## config.mk

```make
export PLATFORM = sky130hd
export DESIGN_NAME = cmtn_search_stage
export DESIGN_NICKNAME = d
export VERILOG_FILES = /design/src/rtl/cube_map_texel_normal_encoder_unit_defines.svh /design/src/rtl/cmtn_pkg.sv /design/src/rtl/cmtn_search_stage.sv
export SDC_FILE = /design/constraint.sdc
export NUM_CORES = 2
export LEC_CHECK = 0
export ABC_AREA = 1
export ABC_CLOCK_PERIOD_IN_PS = 9400
export BUFFER_PORTS_ARGS = -buffer_cell sky130_fd_sc_hd__buf_2
export CAP_MARGIN = 0
export CORE_ASPECT_RATIO = 1.1
export CORE_UTILIZATION = 57
export DETAILED_ROUTE_END_ITERATION = 7
export MAX_ROUTING_LAYER = met4
export PLACE_DENSITY = 0.89
export SLEW_MARGIN = 40
export SYNTH_ARGS = -nofsm -noshare
export SYNTH_HDL_FRONTEND = slang
export SYNTH_SLANG_ARGS = --single-unit
```

## constraint.sdc

```tcl
create_clock -name clk -period 9.4 [get_ports clk]
set_clock_uncertainty 0.2 [all_clocks]
set_input_delay 1.88 -clock clk [delete_from_list [all_inputs] [get_ports clk]]
set_output_delay 1.88 -clock clk [all_outputs]
set_load 0.01 [all_outputs]
```

## src/rtl/cube_map_texel_normal_encoder_unit_defines.svh

```systemverilog
// Assertion macros shared by the cube map texel normal encoder.
// Needs clk and rst in the including scope.
`ifndef CUBE_MAP_TEXEL_NORMAL_ENCODER_UNIT_DEFINES_SVH
`define CUBE_MAP_TEXEL_NORMAL_ENCODER_UNIT_DEFINES_SVH

// Same-cycle implication, disabled while in reset.
`define CMTN_ASSERT(label, ante, cons, msg) \
  label: assert property (@(posedge clk) disable iff (rst) (ante) |-> (cons)) \
    else $error(msg);

// Next-cycle implication, disabled while in reset.
`define CMTN_ASSERT_NEXT(label, ante, cons, msg) \
  label: assert property (@(posedge clk) disable iff (rst) (ante) |=> (cons)) \
    else $error(msg);

`endif

```

## src/rtl/cmtn_pkg.sv

```systemverilog
// Shared types, constants and the square table of the cube map normal encoder.
// No dependencies.
`timescale 1ns / 1ps

package cmtn_pkg;

  localparam int FACE_SIZE = 32;

  localparam int IDX_W   = 5;
  localparam int MAG_W   = $clog2(FACE_SIZE + 1);
  localparam int COORD_W = MAG_W + 1;
  localparam int SQ_W    = 2 * MAG_W;
  localparam int LEN2_W  = $clog2(3 * FACE_SIZE * FACE_SIZE);
  localparam int BYTE_W  = 8;
  localparam int ASQ_W   = 2 * BYTE_W;
  localparam int RHS_W   = SQ_W + ASQ_W;
  localparam int LHS_W   = ASQ_W + LEN2_W;
  localparam int LANES   = 3;
  localparam int LATENCY = 12;

  localparam logic [2:0] FACE_POS_X = 3'd0;
  localparam logic [2:0] FACE_NEG_X = 3'd1;
  localparam logic [2:0] FACE_POS_Y = 3'd2;
  localparam logic [2:0] FACE_NEG_Y = 3'd3;
  localparam logic [2:0] FACE_POS_Z = 3'd4;
  localparam logic [2:0] FACE_NEG_Z = 3'd5;

  localparam logic [RHS_W-1:0]  SCALE_SQ    = RHS_W'(255 * 255);
  localparam logic [BYTE_W-1:0] FIRST_PROBE = BYTE_W'(1 << (BYTE_W - 1));

  typedef struct packed {
    logic [2:0]       face;
    logic [IDX_W-1:0] column;
    logic [IDX_W-1:0] row;
  } texel_in_t;

  typedef struct packed {
    logic [BYTE_W-1:0] red;
    logic [BYTE_W-1:0] green;
    logic [BYTE_W-1:0] blue;
  } texel_out_t;

  typedef struct packed {
    logic              neg;
    logic [RHS_W-1:0]  rhs;
    logic [BYTE_W-1:0] k;
  } lane_t;

  typedef struct packed {
    logic                  valid;
    logic                  bad_face;
    logic [LEN2_W-1:0]     len2;
    logic [BYTE_W-1:0]     probe;
    lane_t [LANES-1:0]     lane;
  } search_t;

  typedef logic [ASQ_W-1:0] sq_table_t [1 << BYTE_W];

  function automatic sq_table_t build_sq_table();
    sq_table_t tbl;
    for (int i = 0; i < (1 << BYTE_W); i++) begin
      tbl[i] = ASQ_W'(i * i);
    end
    return tbl;
  endfunction

  localparam sq_table_t SQ_TABLE = build_sq_table();

endpackage

```

## src/rtl/cmtn_search_stage.sv

```systemverilog
// One bit of the byte search for all three lanes: try the probe bit, keep it if it fits.
// Depends on cmtn_pkg.
`timescale 1ns / 1ps

module cmtn_search_stage import cmtn_pkg::*; (
  input  logic    clk,
  input  logic    rst,
  input  search_t upstream,
  output search_t downstream
);

  search_t            stage_next;
  logic [BYTE_W-1:0]  trial [LANES];
  logic [BYTE_W-1:0]  am [LANES];
  logic [LHS_W-1:0]   lhs [LANES];
  logic [LANES-1:0]   fits;

  always_comb begin
    stage_next       = upstream;
    stage_next.probe = upstream.probe >> 1;
    for (int i = 0; i < LANES; i++) begin
      trial[i] = upstream.lane[i].k | upstream.probe;
      // |2t - 255|: odd, and the top bit of t gives the sign of 2t - 255
      am[i] = trial[i][BYTE_W-1] ? {trial[i][BYTE_W-2:0], 1'b1}
                                 : ~{trial[i][BYTE_W-2:0], 1'b0};
      lhs[i] = LHS_W'(SQ_TABLE[am[i]]) * LHS_W'(upstream.len2);
      if (trial[i][BYTE_W-1]) begin
        fits[i] = !upstream.lane[i].neg && (lhs[i] <= LHS_W'(upstream.lane[i].rhs));
      end else begin
        fits[i] = !upstream.lane[i].neg || (lhs[i] >= LHS_W'(upstream.lane[i].rhs));
      end
      if (fits[i]) begin
        stage_next.lane[i].k = trial[i];
      end
    end
  end

  always_ff @(posedge clk) begin
    downstream <= stage_next;
    if (rst) begin
      downstream.valid <= 1'b0;
    end
  end

endmodule

```

==> impl_metrics.csv <==
group,metric,value,unit
run_status,outcome,"finished with violations",
run_status,violations,"DRC, setup timing",
setup_path,worstPathMaxFanout,14,
clock_network,numCtsBuffers,17,
place,place_area,31500,sq um
setup_path,cp.required,9580,ps
timing,hold_viol,0,
floorplanning,die_area,47300,sq um
setup_path,cp_slowest_cell,"fa_1",
timing,setup_viol,7,
synth,synth-async-reset-ratio,0,%
synth,syn_area_per_cell,7.12,sq um
setup_path,crit_top_cell,"buf_4",
synth,ys_seq_elements,132,
synth,postSynthCellCount,3717,
synth,synth_edf_count,0,
grt,antenna_found_initial,0,
synth,synth_top_area_share,26.5,%
timing,timing.slew.headroom,49.4,%
timing,setup_ws,-56.7,ps
clock_network,clock-sinks,132,
synth,synthFlopType,"dfxtp_1",
place,place.gp.congestion,1.05,
finish,insertedDiodeCount,0,
timing,max_clock_freq,106,MHz
route,drc_errors,5,
timing,slew_violations,0,
route,via_count,28300,
timing,min_period,9460,ps
route,first_pass_iters,8,
synth,yosys-top-cells-count,"979 x nand2_1, 801 x inv_1, 351 x fa_1",
synth,syn_nets,4530,
floorplanning,ios,268,
floorplanning,coreArea,45700,sq um
setup_path,cp-start-kind,"input port",
setup_path,worst-path-buf-inv,12,
clock_network,clk_pin_slew,70,ps
synth,yosys-top-cells-area,"fa_1 27%, ha_1 15%, nand2_1 14%",
grt,grt_pass1_vias,29000,
setup_path,setup.worst_path.end_class,"flip-flop",
finish,max_flop_register,"downstream",
clock_network,hold_buffers,0,
finish,fin_area,32900,sq um
setup_path,worstPathArrival,9640,ps
clock_network,cts_max_path_buffers,2,
setup_path,worstSetupPathType,"input port to flip-flop",
floorplanning,die_w,208,microns
job,maxCapViolations,0,
floorplanning,die_y,228,microns
clock_network,cts_tree,"done",
clock_network,htree_num_levels,4,
floorplanning,rows,82,
finish,nets,5190,
finish,drive_gt1_share,22.3,%
worst_hold_path,holdCritPathClass,"input port to flip-flop",
place,port_buffers,266,
clock_network,root_buffer,"clkbuf_16",
route,final_antenna_net_count,0,
synth,yosysSeqAreaShare,9.98,%
route,wire_per_inst,18.2,microns
synth,synth.distinct_cells,50,
grt,grt_max_degree,35,
route,drt-total-wl,90400,microns
setup_path,cpPeakStageDelay,680,ps
finish,top_regs,"downstream (132)",
synth,synth_warnings,0,
place,dp_hpwl,70000,microns
setup_path,cp_top_family,"adder cells",
timing,post-route-period-util,101,%
place,place_ws,-437,ps
grt,grt-ovfl-total,0,
synth,yosysTopAreaCell,"fa_1",
timing,worst_pin_slew,759,ps
synth,syn_area,26500,sq um
route,first_iter_violations,3247,
grt,grt_pass1_wl,139000,microns
finish,area_delta_synth_final,24.2,%
finish,largest_reg_flops,132,
synth,yosysMostFrequentCell,"nand2_1",
grt,grtUsageTotal,38.0,%
route,via_per_inst,5.69,
floorplanning,initial_core_util,58.0,%
finish,fillers,3223,
==> per-stage QoR <==
stage | TNS [ps] | hold slack [ps] | utilization, % | std cells
final | -281 | 1290 | 72.0 | 4977
after global routing | -4030 | 1280 | 72.0 | 4977
after CTS | 0 | 1280 | 70.4 | 4957
after detailed placement | -8150 | 1790 | 69.1 | 4926
after global placement | -3620 | 1780 | 69.1 | 4926
after floorplan | 0 | 1710 | - | 3717
==> cell families (layout without fill, tap and decap cells) <==
family / after synthesis / count (layout) / share of synthesized area, %
AND/OR/NAND/NOR: 1625 / 1625 / 25.6
buffers and inverters: 909 / 1581 / 13.4
flip-flops: 132 / 132 / 9.98
adder cells (fa/ha/maj): 678 / 678 / 42.0
XOR/XNOR: 69 / 69 / 2.55
AO/OA/AOI/OAI: 303 / 303 / 6.47
other: 1 / 1 / 0.0142
==> cells in the final DEF, fill, tap and decap left out, types with 13 or more instances in the layout <==
cell type  count
a21o_1        20
a21oi_1      152
a21oi_2       15
buf_2        265
buf_4        457
clkbuf_16     17
dfxtp_1      132
fa_1         348
ha_1         306
ha_4          13
inv_1        799
nand2_1      939
nand2_2       67
nand2_4       20
nand3_1      249
nand3_2       13
nand4_1       17
nor2_1       255
nor2_2        26
o21ai_0       43
o21ai_1       20
xnor2_1       27
xor2_1        37
==> worst paths after layout <==
| kind | from | endpoint | slack (ps) | depth (start not counted) |
|---|---|---|---|---|
| worst max-delay path | upstream[118] | downstream[37]$_DFF_P_ | -60 | 41 |
| worst min-delay path | upstream[106] | downstream[106]$_DFF_P_ | 1290 | 1 |
==> cell type report <==
type / instances / area (sq um) / share of cell area [%]
well taps: 588 / 736 / 2.24
inverters: 816 / 3070 / 9.33
clock inverters: 11 / 128 / 0.388
repair buffers: 734 / 4980 / 15.1
clock buffers: 20 / 447 / 1.36
multi-input cells: 2676 / 20900 / 63.5
flip-flops and latches: 132 / 2640 / 8.03
==> metal layers <==
layer / vias to the layer above / global-route usage, % / part of all wire (%)
li1: 12600 / - / -
met1: 13200 / 39.1 / 33
met2: 1842 / 64.3 / 48
met3: 701 / 7.81 / 9.6
met4: 0 / 28.3 / 8.7
met5: - / - / 0
==> timing repair <==
action | in CTS | in global routing
gates resized for setup | 1 | 162
pin swaps | 0 | 36
cloned | 0 | 0
buffers inserted | 0 | 20
hold endpoints to repair | 0 | 0
setup endpoints to repair | 6 | 24
Power is not shown: default switching activity piles up to over one toggle a cycle in this logic, so the estimate is an artifact.
