`config.mk`:
```
export PLATFORM = sky130hd
export DESIGN_NAME = cmtn_prep
export DESIGN_NICKNAME = d
export VERILOG_FILES = /design/src/rtl/cube_map_texel_normal_encoder_unit_defines.svh /design/src/rtl/cmtn_pkg.sv /design/src/rtl/cmtn_prep.sv
export SDC_FILE = /design/constraint.sdc
export NUM_CORES = 1
export LEC_CHECK = 0
export ABC_CLOCK_PERIOD_IN_PS = 6300
export BUFFER_PORTS_ARGS = -buffer_cell sky130_fd_sc_hd__buf_4
export CELL_PAD_IN_SITES_DETAIL_PLACEMENT = 0
export CELL_PAD_IN_SITES_GLOBAL_PLACEMENT = 1
export CORE_UTILIZATION = 48
export DETAILED_ROUTE_END_ITERATION = 8
export PLACE_DENSITY = 0.82
export SLEW_MARGIN = 20
export SYNTH_ARGS = -nofsm -noshare
export SYNTH_HDL_FRONTEND = slang
export SYNTH_SLANG_ARGS = --single-unit
```
`constraint.sdc`:
```
create_clock -name clk -period 6.3 [get_ports clk]
set_input_delay 0.945 -clock clk [delete_from_list [all_inputs] [get_ports clk]]
set_output_delay 0.945 -clock clk [all_outputs]
set_load 0.02 [all_outputs]
```
`src/rtl/cube_map_texel_normal_encoder_unit_defines.svh`:
```
// Assertion macros shared by the cube map texel normal encoder.
// Needs clk and rst in the including scope.
`ifndef CUBE_MAP_TEXEL_NORMAL_ENCODER_UNIT_DEFINES_SVH
`define CUBE_MAP_TEXEL_NORMAL_ENCODER_UNIT_DEFINES_SVH

// Same-cycle implication, disabled while in reset.
`define CMTN_ASSERT(label, ante, cons, msg) \
  label: assert property (@(posedge clk) disable iff (rst) (ante) |-> (cons)) \
    else $error(msg);

// Next-cycle implication, disabled while in reset.
`define CMTN_ASSERT_NEXT(label, ante, cons, msg) \
  label: assert property (@(posedge clk) disable iff (rst) (ante) |=> (cons)) \
    else $error(msg);

`endif

```
`src/rtl/cmtn_pkg.sv`:
```
// Shared types, constants and the square table of the cube map normal encoder.
// No dependencies.
`timescale 1ns / 1ps

package cmtn_pkg;

  localparam int FACE_SIZE = 32;

  localparam int IDX_W   = 5;
  localparam int MAG_W   = $clog2(FACE_SIZE + 1);
  localparam int COORD_W = MAG_W + 1;
  localparam int SQ_W    = 2 * MAG_W;
  localparam int LEN2_W  = $clog2(3 * FACE_SIZE * FACE_SIZE);
  localparam int BYTE_W  = 8;
  localparam int ASQ_W   = 2 * BYTE_W;
  localparam int RHS_W   = SQ_W + ASQ_W;
  localparam int LHS_W   = ASQ_W + LEN2_W;
  localparam int LANES   = 3;
  localparam int LATENCY = 12;

  localparam logic [2:0] FACE_POS_X = 3'd0;
  localparam logic [2:0] FACE_NEG_X = 3'd1;
  localparam logic [2:0] FACE_POS_Y = 3'd2;
  localparam logic [2:0] FACE_NEG_Y = 3'd3;
  localparam logic [2:0] FACE_POS_Z = 3'd4;
  localparam logic [2:0] FACE_NEG_Z = 3'd5;

  localparam logic [RHS_W-1:0]  SCALE_SQ    = RHS_W'(255 * 255);
  localparam logic [BYTE_W-1:0] FIRST_PROBE = BYTE_W'(1 << (BYTE_W - 1));

  typedef struct packed {
    logic [2:0]       face;
    logic [IDX_W-1:0] column;
    logic [IDX_W-1:0] row;
  } texel_in_t;

  typedef struct packed {
    logic [BYTE_W-1:0] red;
    logic [BYTE_W-1:0] green;
    logic [BYTE_W-1:0] blue;
  } texel_out_t;

  typedef struct packed {
    logic              neg;
    logic [RHS_W-1:0]  rhs;
    logic [BYTE_W-1:0] k;
  } lane_t;

  typedef struct packed {
    logic                  valid;
    logic                  bad_face;
    logic [LEN2_W-1:0]     len2;
    logic [BYTE_W-1:0]     probe;
    lane_t [LANES-1:0]     lane;
  } search_t;

  typedef logic [ASQ_W-1:0] sq_table_t [1 << BYTE_W];

  function automatic sq_table_t build_sq_table();
    sq_table_t tbl;
    for (int i = 0; i < (1 << BYTE_W); i++) begin
      tbl[i] = ASQ_W'(i * i);
    end
    return tbl;
  endfunction

  localparam sq_table_t SQ_TABLE = build_sq_table();

endpackage

```
`src/rtl/cmtn_prep.sv`:
```
// Front stages: face decode, component squares and length, scaled right-hand sides.
// Depends on cmtn_pkg.
`timescale 1ns / 1ps

module cmtn_prep import cmtn_pkg::*; (
  input  logic      clk,
  input  logic      rst,
  input  logic      accept,
  input  texel_in_t texel,
  output search_t   search_head
);

  typedef struct packed {
    logic             neg;
    logic [MAG_W-1:0] mag;
  } comp_t;

  localparam logic [IDX_W-1:0]          COORD_MAX = IDX_W'(FACE_SIZE - 1);
  localparam logic signed [COORD_W-1:0] S_COORD   = COORD_W'(FACE_SIZE);

  // stage A: decoded components
  logic                 a_valid;
  logic                 a_bad;
  comp_t [LANES-1:0]    a_comp;
  // stage B: squares and squared length
  logic                 b_valid;
  logic                 b_bad;
  logic [LANES-1:0]     b_neg;
  logic [SQ_W-1:0]      b_sq [LANES];
  logic [LEN2_W-1:0]    b_len2;

  logic [IDX_W-1:0]          col_sat;
  logic [IDX_W-1:0]          row_sat;
  logic signed [COORD_W-1:0] u;
  logic signed [COORD_W-1:0] v;
  logic signed [COORD_W-1:0] c [LANES];
  logic                      bad;
  comp_t [LANES-1:0]         comp_next;
  logic [SQ_W-1:0]           sq_next [LANES];

  always_comb begin
    col_sat = (texel.column > COORD_MAX) ? COORD_MAX : texel.column;
    row_sat = (texel.row > COORD_MAX) ? COORD_MAX : texel.row;
    u = $signed(COORD_W'({col_sat, 1'b1})) - S_COORD;
    v = $signed(COORD_W'({row_sat, 1'b1})) - S_COORD;
    bad = 1'b0;
    unique case (texel.face)
      FACE_POS_X: begin
        c[0] = S_COORD;  c[1] = -v;       c[2] = -u;
      end
      FACE_NEG_X: begin
        c[0] = -S_COORD; c[1] = -v;       c[2] = u;
      end
      FACE_POS_Y: begin
        c[0] = u;        c[1] = S_COORD;  c[2] = v;
      end
      FACE_NEG_Y: begin
        c[0] = u;        c[1] = -S_COORD; c[2] = -v;
      end
      FACE_POS_Z: begin
        c[0] = u;        c[1] = -v;       c[2] = S_COORD;
      end
      FACE_NEG_Z: begin
        c[0] = -u;       c[1] = -v;       c[2] = -S_COORD;
      end
      default: begin
        c[0] = '0;       c[1] = '0;       c[2] = '0;
        bad = 1'b1;
      end
    endcase
    for (int i = 0; i < LANES; i++) begin
      comp_next[i].neg = c[i][COORD_W-1];
      comp_next[i].mag = MAG_W'(c[i][COORD_W-1] ? -c[i] : c[i]);
      sq_next[i] = SQ_W'(a_comp[i].mag) * SQ_W'(a_comp[i].mag);
    end
  end

  always_ff @(posedge clk) begin
    a_valid <= accept;
    a_bad   <= bad;
    a_comp  <= comp_next;

    b_valid <= a_valid;
    b_bad   <= a_bad;
    for (int i = 0; i < LANES; i++) begin
      b_neg[i] <= a_comp[i].neg;
      b_sq[i]  <= sq_next[i];
    end
    b_len2 <= LEN2_W'(sq_next[0]) + LEN2_W'(sq_next[1]) + LEN2_W'(sq_next[2]);

    search_head.valid    <= b_valid;
    search_head.bad_face <= b_bad;
    search_head.len2     <= b_len2;
    search_head.probe    <= FIRST_PROBE;
    for (int i = 0; i < LANES; i++) begin
      search_head.lane[i].neg <= b_neg[i];
      search_head.lane[i].rhs <= RHS_W'(b_sq[i]) * SCALE_SQ;
      search_head.lane[i].k   <= '0;
    end

    if (rst) begin
      a_valid           <= 1'b0;
      b_valid           <= 1'b0;
      search_head.valid <= 1'b0;
    end
  end

endmodule

```
==> results.json <==
{
  "status": "complete, no violations",
  "cts_tree": "done",
  "ctsHoldBuffers": 0,
  "finalNetCount": 1908,
  "grt_pass1_vias": 8675,
  "synth.distinct_cells": 65,
  "h-tree-depth": 4,
  "yosysMostFrequentCell": "inv_1",
  "clk_latency_ns": 0.44,
  "synth_area_leader_cell": "dfxtp_1",
  "synth_compound_area_frac": 0.09684,
  "worstHoldStart": "b_len2[2]$_DFF_P_",
  "fmax_mhz": 179.3,
  "cts_root_buffer": "clkbuf_16",
  "setup_viol": 0,
  "yosys-top-cells-count": "inv_1, ha_1, dfxtp_1",
  "path_clk_slew_ns": 0.07,
  "die_width_um": 172.4,
  "cts_buffer_depth": 2,
  "avgViaCountPerCell": 4.634,
  "min_period_ns": 5.577,
  "crit_type": "flip-flop to flip-flop",
  "ant_nets": 0,
  "synth_ff_type": "dfxtp_1",
  "worstPathMaxFanout": 8,
  "antenna_cells": 0,
  "drc": 0,
  "tns_ns": 0,
  "synthCells": 1386,
  "synth_xor_xnor_area_share": 0.06947,
  "wl_per_cell_um": 12.81,
  "place_area_mm2": 0.01511,
  "cts.sinks": 171,
  "async_reset_ff_frac": 0,
  "synth_fa_ha_area_frac": 0.4148,
  "drt_pass1_iterations": 6,
  "synth-edff-count": 0,
  "synth_top_family_by_area": "adder cells",
  "crit_path_end_kind": "flip-flop",
  "initialDrtViolationCount": 388,
  "clock_skew_ns": 0.008790,
  "post-cts-setup-buffer-count": 0,
  "yosys.area_share.simple": 0.06265,
  "slew_headroom": 0.5521,
  "synthMuxAreaShare": 0.004488,
  "rows": 62,
  "drive_gt1_frac": 0.1155,
  "netlist.area_leader.share": 0.2456,
  "avgSynthCellArea_um2": 10.06,
  "drv_cap": 0,
  "fp.coreArea_mm2": 0.02863,
  "synth_area_leaders": "dfxtp_1, ha_1, fa_1",
  "ff2ff_path_depth": 20,
  "arrival_ns": 5.91,
  "grt_usage": 0.1776,
  "tightestPinTransition_ns": 0.6718,
  "fillers": 2536,
  "met2_usage": 0.2852,
  "min_period_over_period": 0.8852,
  "gp_congestion": 0.8235,
  "vias": 8841,
  "rsz0062_at_grt": "no",
  "antenna_found_initial": 0,
  "r2r_end": "b_len2[11]$_DFF_P_",
  "hold_class": "flip-flop to flip-flop",
  "hold_viol_final": 0,
  "ys_seq_elements": 171,
  "startpoint_type": "flip-flop",
  "overflow": 0,
  "busiest_layer": "met2",
  "io_buffers": 113,
  "die_h_um": 172.4,
  "dp_hpwl_um": 20410,
  "drt-total-wl_um": 24440,
  "dieArea_mm2": 0.02973,
  "yosysWarnings": 0,
  "grt_pass1_wl_um": 41100,
  "use_met1": 0.2422,
  "hold-path-cell-count": 0,
  "reg2reg_from": "a_comp[7]$_DFF_P_",
  "syn_to_final_growth_pct": 12.49,
  "gr-usage-met3": 0.03067,
  "worst-r2r-setup-slack_ns": 0.72,
  "start_util": 0.4870,
  "ctsResizeCount": 0,
  "cts_buffers": 17,
  "pin_count": 149,
  "report.final.slew_viol_count": 0,
  "yosysSeqAreaShare": 0.2456,
  "critPathRequiredTime_ns": 6.63,
  "final_area_mm2": 0.01568,
  "synth_area_mm2": 0.01394,
  "grt_start_max_net_pins": 23,
  "hold_end": "search_head[121]$_DFF_P_"
}
## layout make-up
type | instances | area, um2 | area share
flip-flops and latches | 171 | 3423 | 0.2183
inverters | 313 | 1175 | 0.07492
clock inverters | 11 | 108.9 | 0.006941
well taps | 384 | 480.5 | 0.03064
clock buffers | 20 | 466.7 | 0.02976
multi-input cells | 896 | 9180 | 0.5854
repair buffers | 113 | 848.3 | 0.05409
## per-stage QoR
step / utilization / setup WS (ns) / hold slack (ns) / cells
after CTS: 0.5479 / 0.6758 / 0.3223 / 1908
final: 0.5479 / 0.7234 / 0.3191 / 1908
after floorplan: - / 1.094 / 0.3096 / 1422
after detailed placement: 0.5278 / 0.6900 / 0.3121 / 1877
after global placement: 0.5278 / 0.8356 / 0.3104 / 1877
after global routing: 0.5479 / 0.3756 / 0.3298 / 1908
## state kept, by name, summed over array words and instances (netlist names)
register,count
b_len2,12
b_bad,1
a_bad,1
a_comp,21
b_sq,33
search_head,98
b_neg,3
a_valid,1
b_valid,1
## worst max path at each step
stage,startpoint,to,depth (start not counted)
finish,a_comp[7]$_DFF_P_,b_len2[11]$_DFF_P_,20
global route,a_comp[7]$_DFF_P_,b_len2[11]$_DFF_P_,20
CTS,a_comp[7]$_DFF_P_,b_len2[11]$_DFF_P_,20
detailed placement,a_comp[7]$_DFF_P_,b_len2[11]$_DFF_P_,20
global placement,a_comp[7]$_DFF_P_,b_len2[11]$_DFF_P_,20
floorplan,a_comp[7]$_DFF_P_,b_len2[11]$_DFF_P_,20
## layer usage
| metal | routed length [um] | share of wire | up-vias |
|---|---|---|---|
| met4 | 431 | 0.018 | 0 |
| li1 | - | - | 4557 |
| met2 | 10900 | 0.45 | 126 |
| met5 | 0 | 0 | - |
| met3 | 677 | 0.028 | 27 |
| met1 | 12430 | 0.51 | 4131 |
## worst max-delay path, cell delays in order, from the launching register on
cell      delay (ns)
dfxtp_1         0.39
and2_1          0.21
fa_1            0.53
inv_1           0.08
fa_1            0.51
fa_1            0.55
inv_1           0.05
ha_1            0.33
a31oi_1         0.27
o21bai_1        0.11
a21o_1          0.20
xnor2_1         0.18
fa_1            0.55
inv_1           0.04
ha_1            0.34
and3_1          0.20
a211oi_1        0.36
a21oi_1         0.14
xor2_1          0.17
xnor2_1         0.14
xnor2_1         0.13
## placed cells by master (no fill, tap or decap), types with 38 or more instances in the layout
| cell | count |
|---|---|
| fa_1 | 137 |
| conb_1 | 38 |
| inv_1 | 312 |
| xnor2_1 | 65 |
| a21oi_1 | 53 |
| nor2_1 | 40 |
| ha_1 | 243 |
| xor2_1 | 40 |
| buf_4 | 113 |
| dfxtp_1 | 171 |
| nand2_1 | 38 |
## cell families (layout without fill, tap and decap cells)
kind of cell / after synthesis / in the layout
compound gates: 193 / 193
xor+xnor: 108 / 108
fa+ha+maj: 380 / 380
buf+inv: 355 / 457
flops: 171 / 171
mux: 6 / 6
other cells: 2 / 38
simple gates: 171 / 171
Power is left out: the tool's default activity adds up to more than one toggle a clock period on the data nets, which glitch-free logic cannot reach.
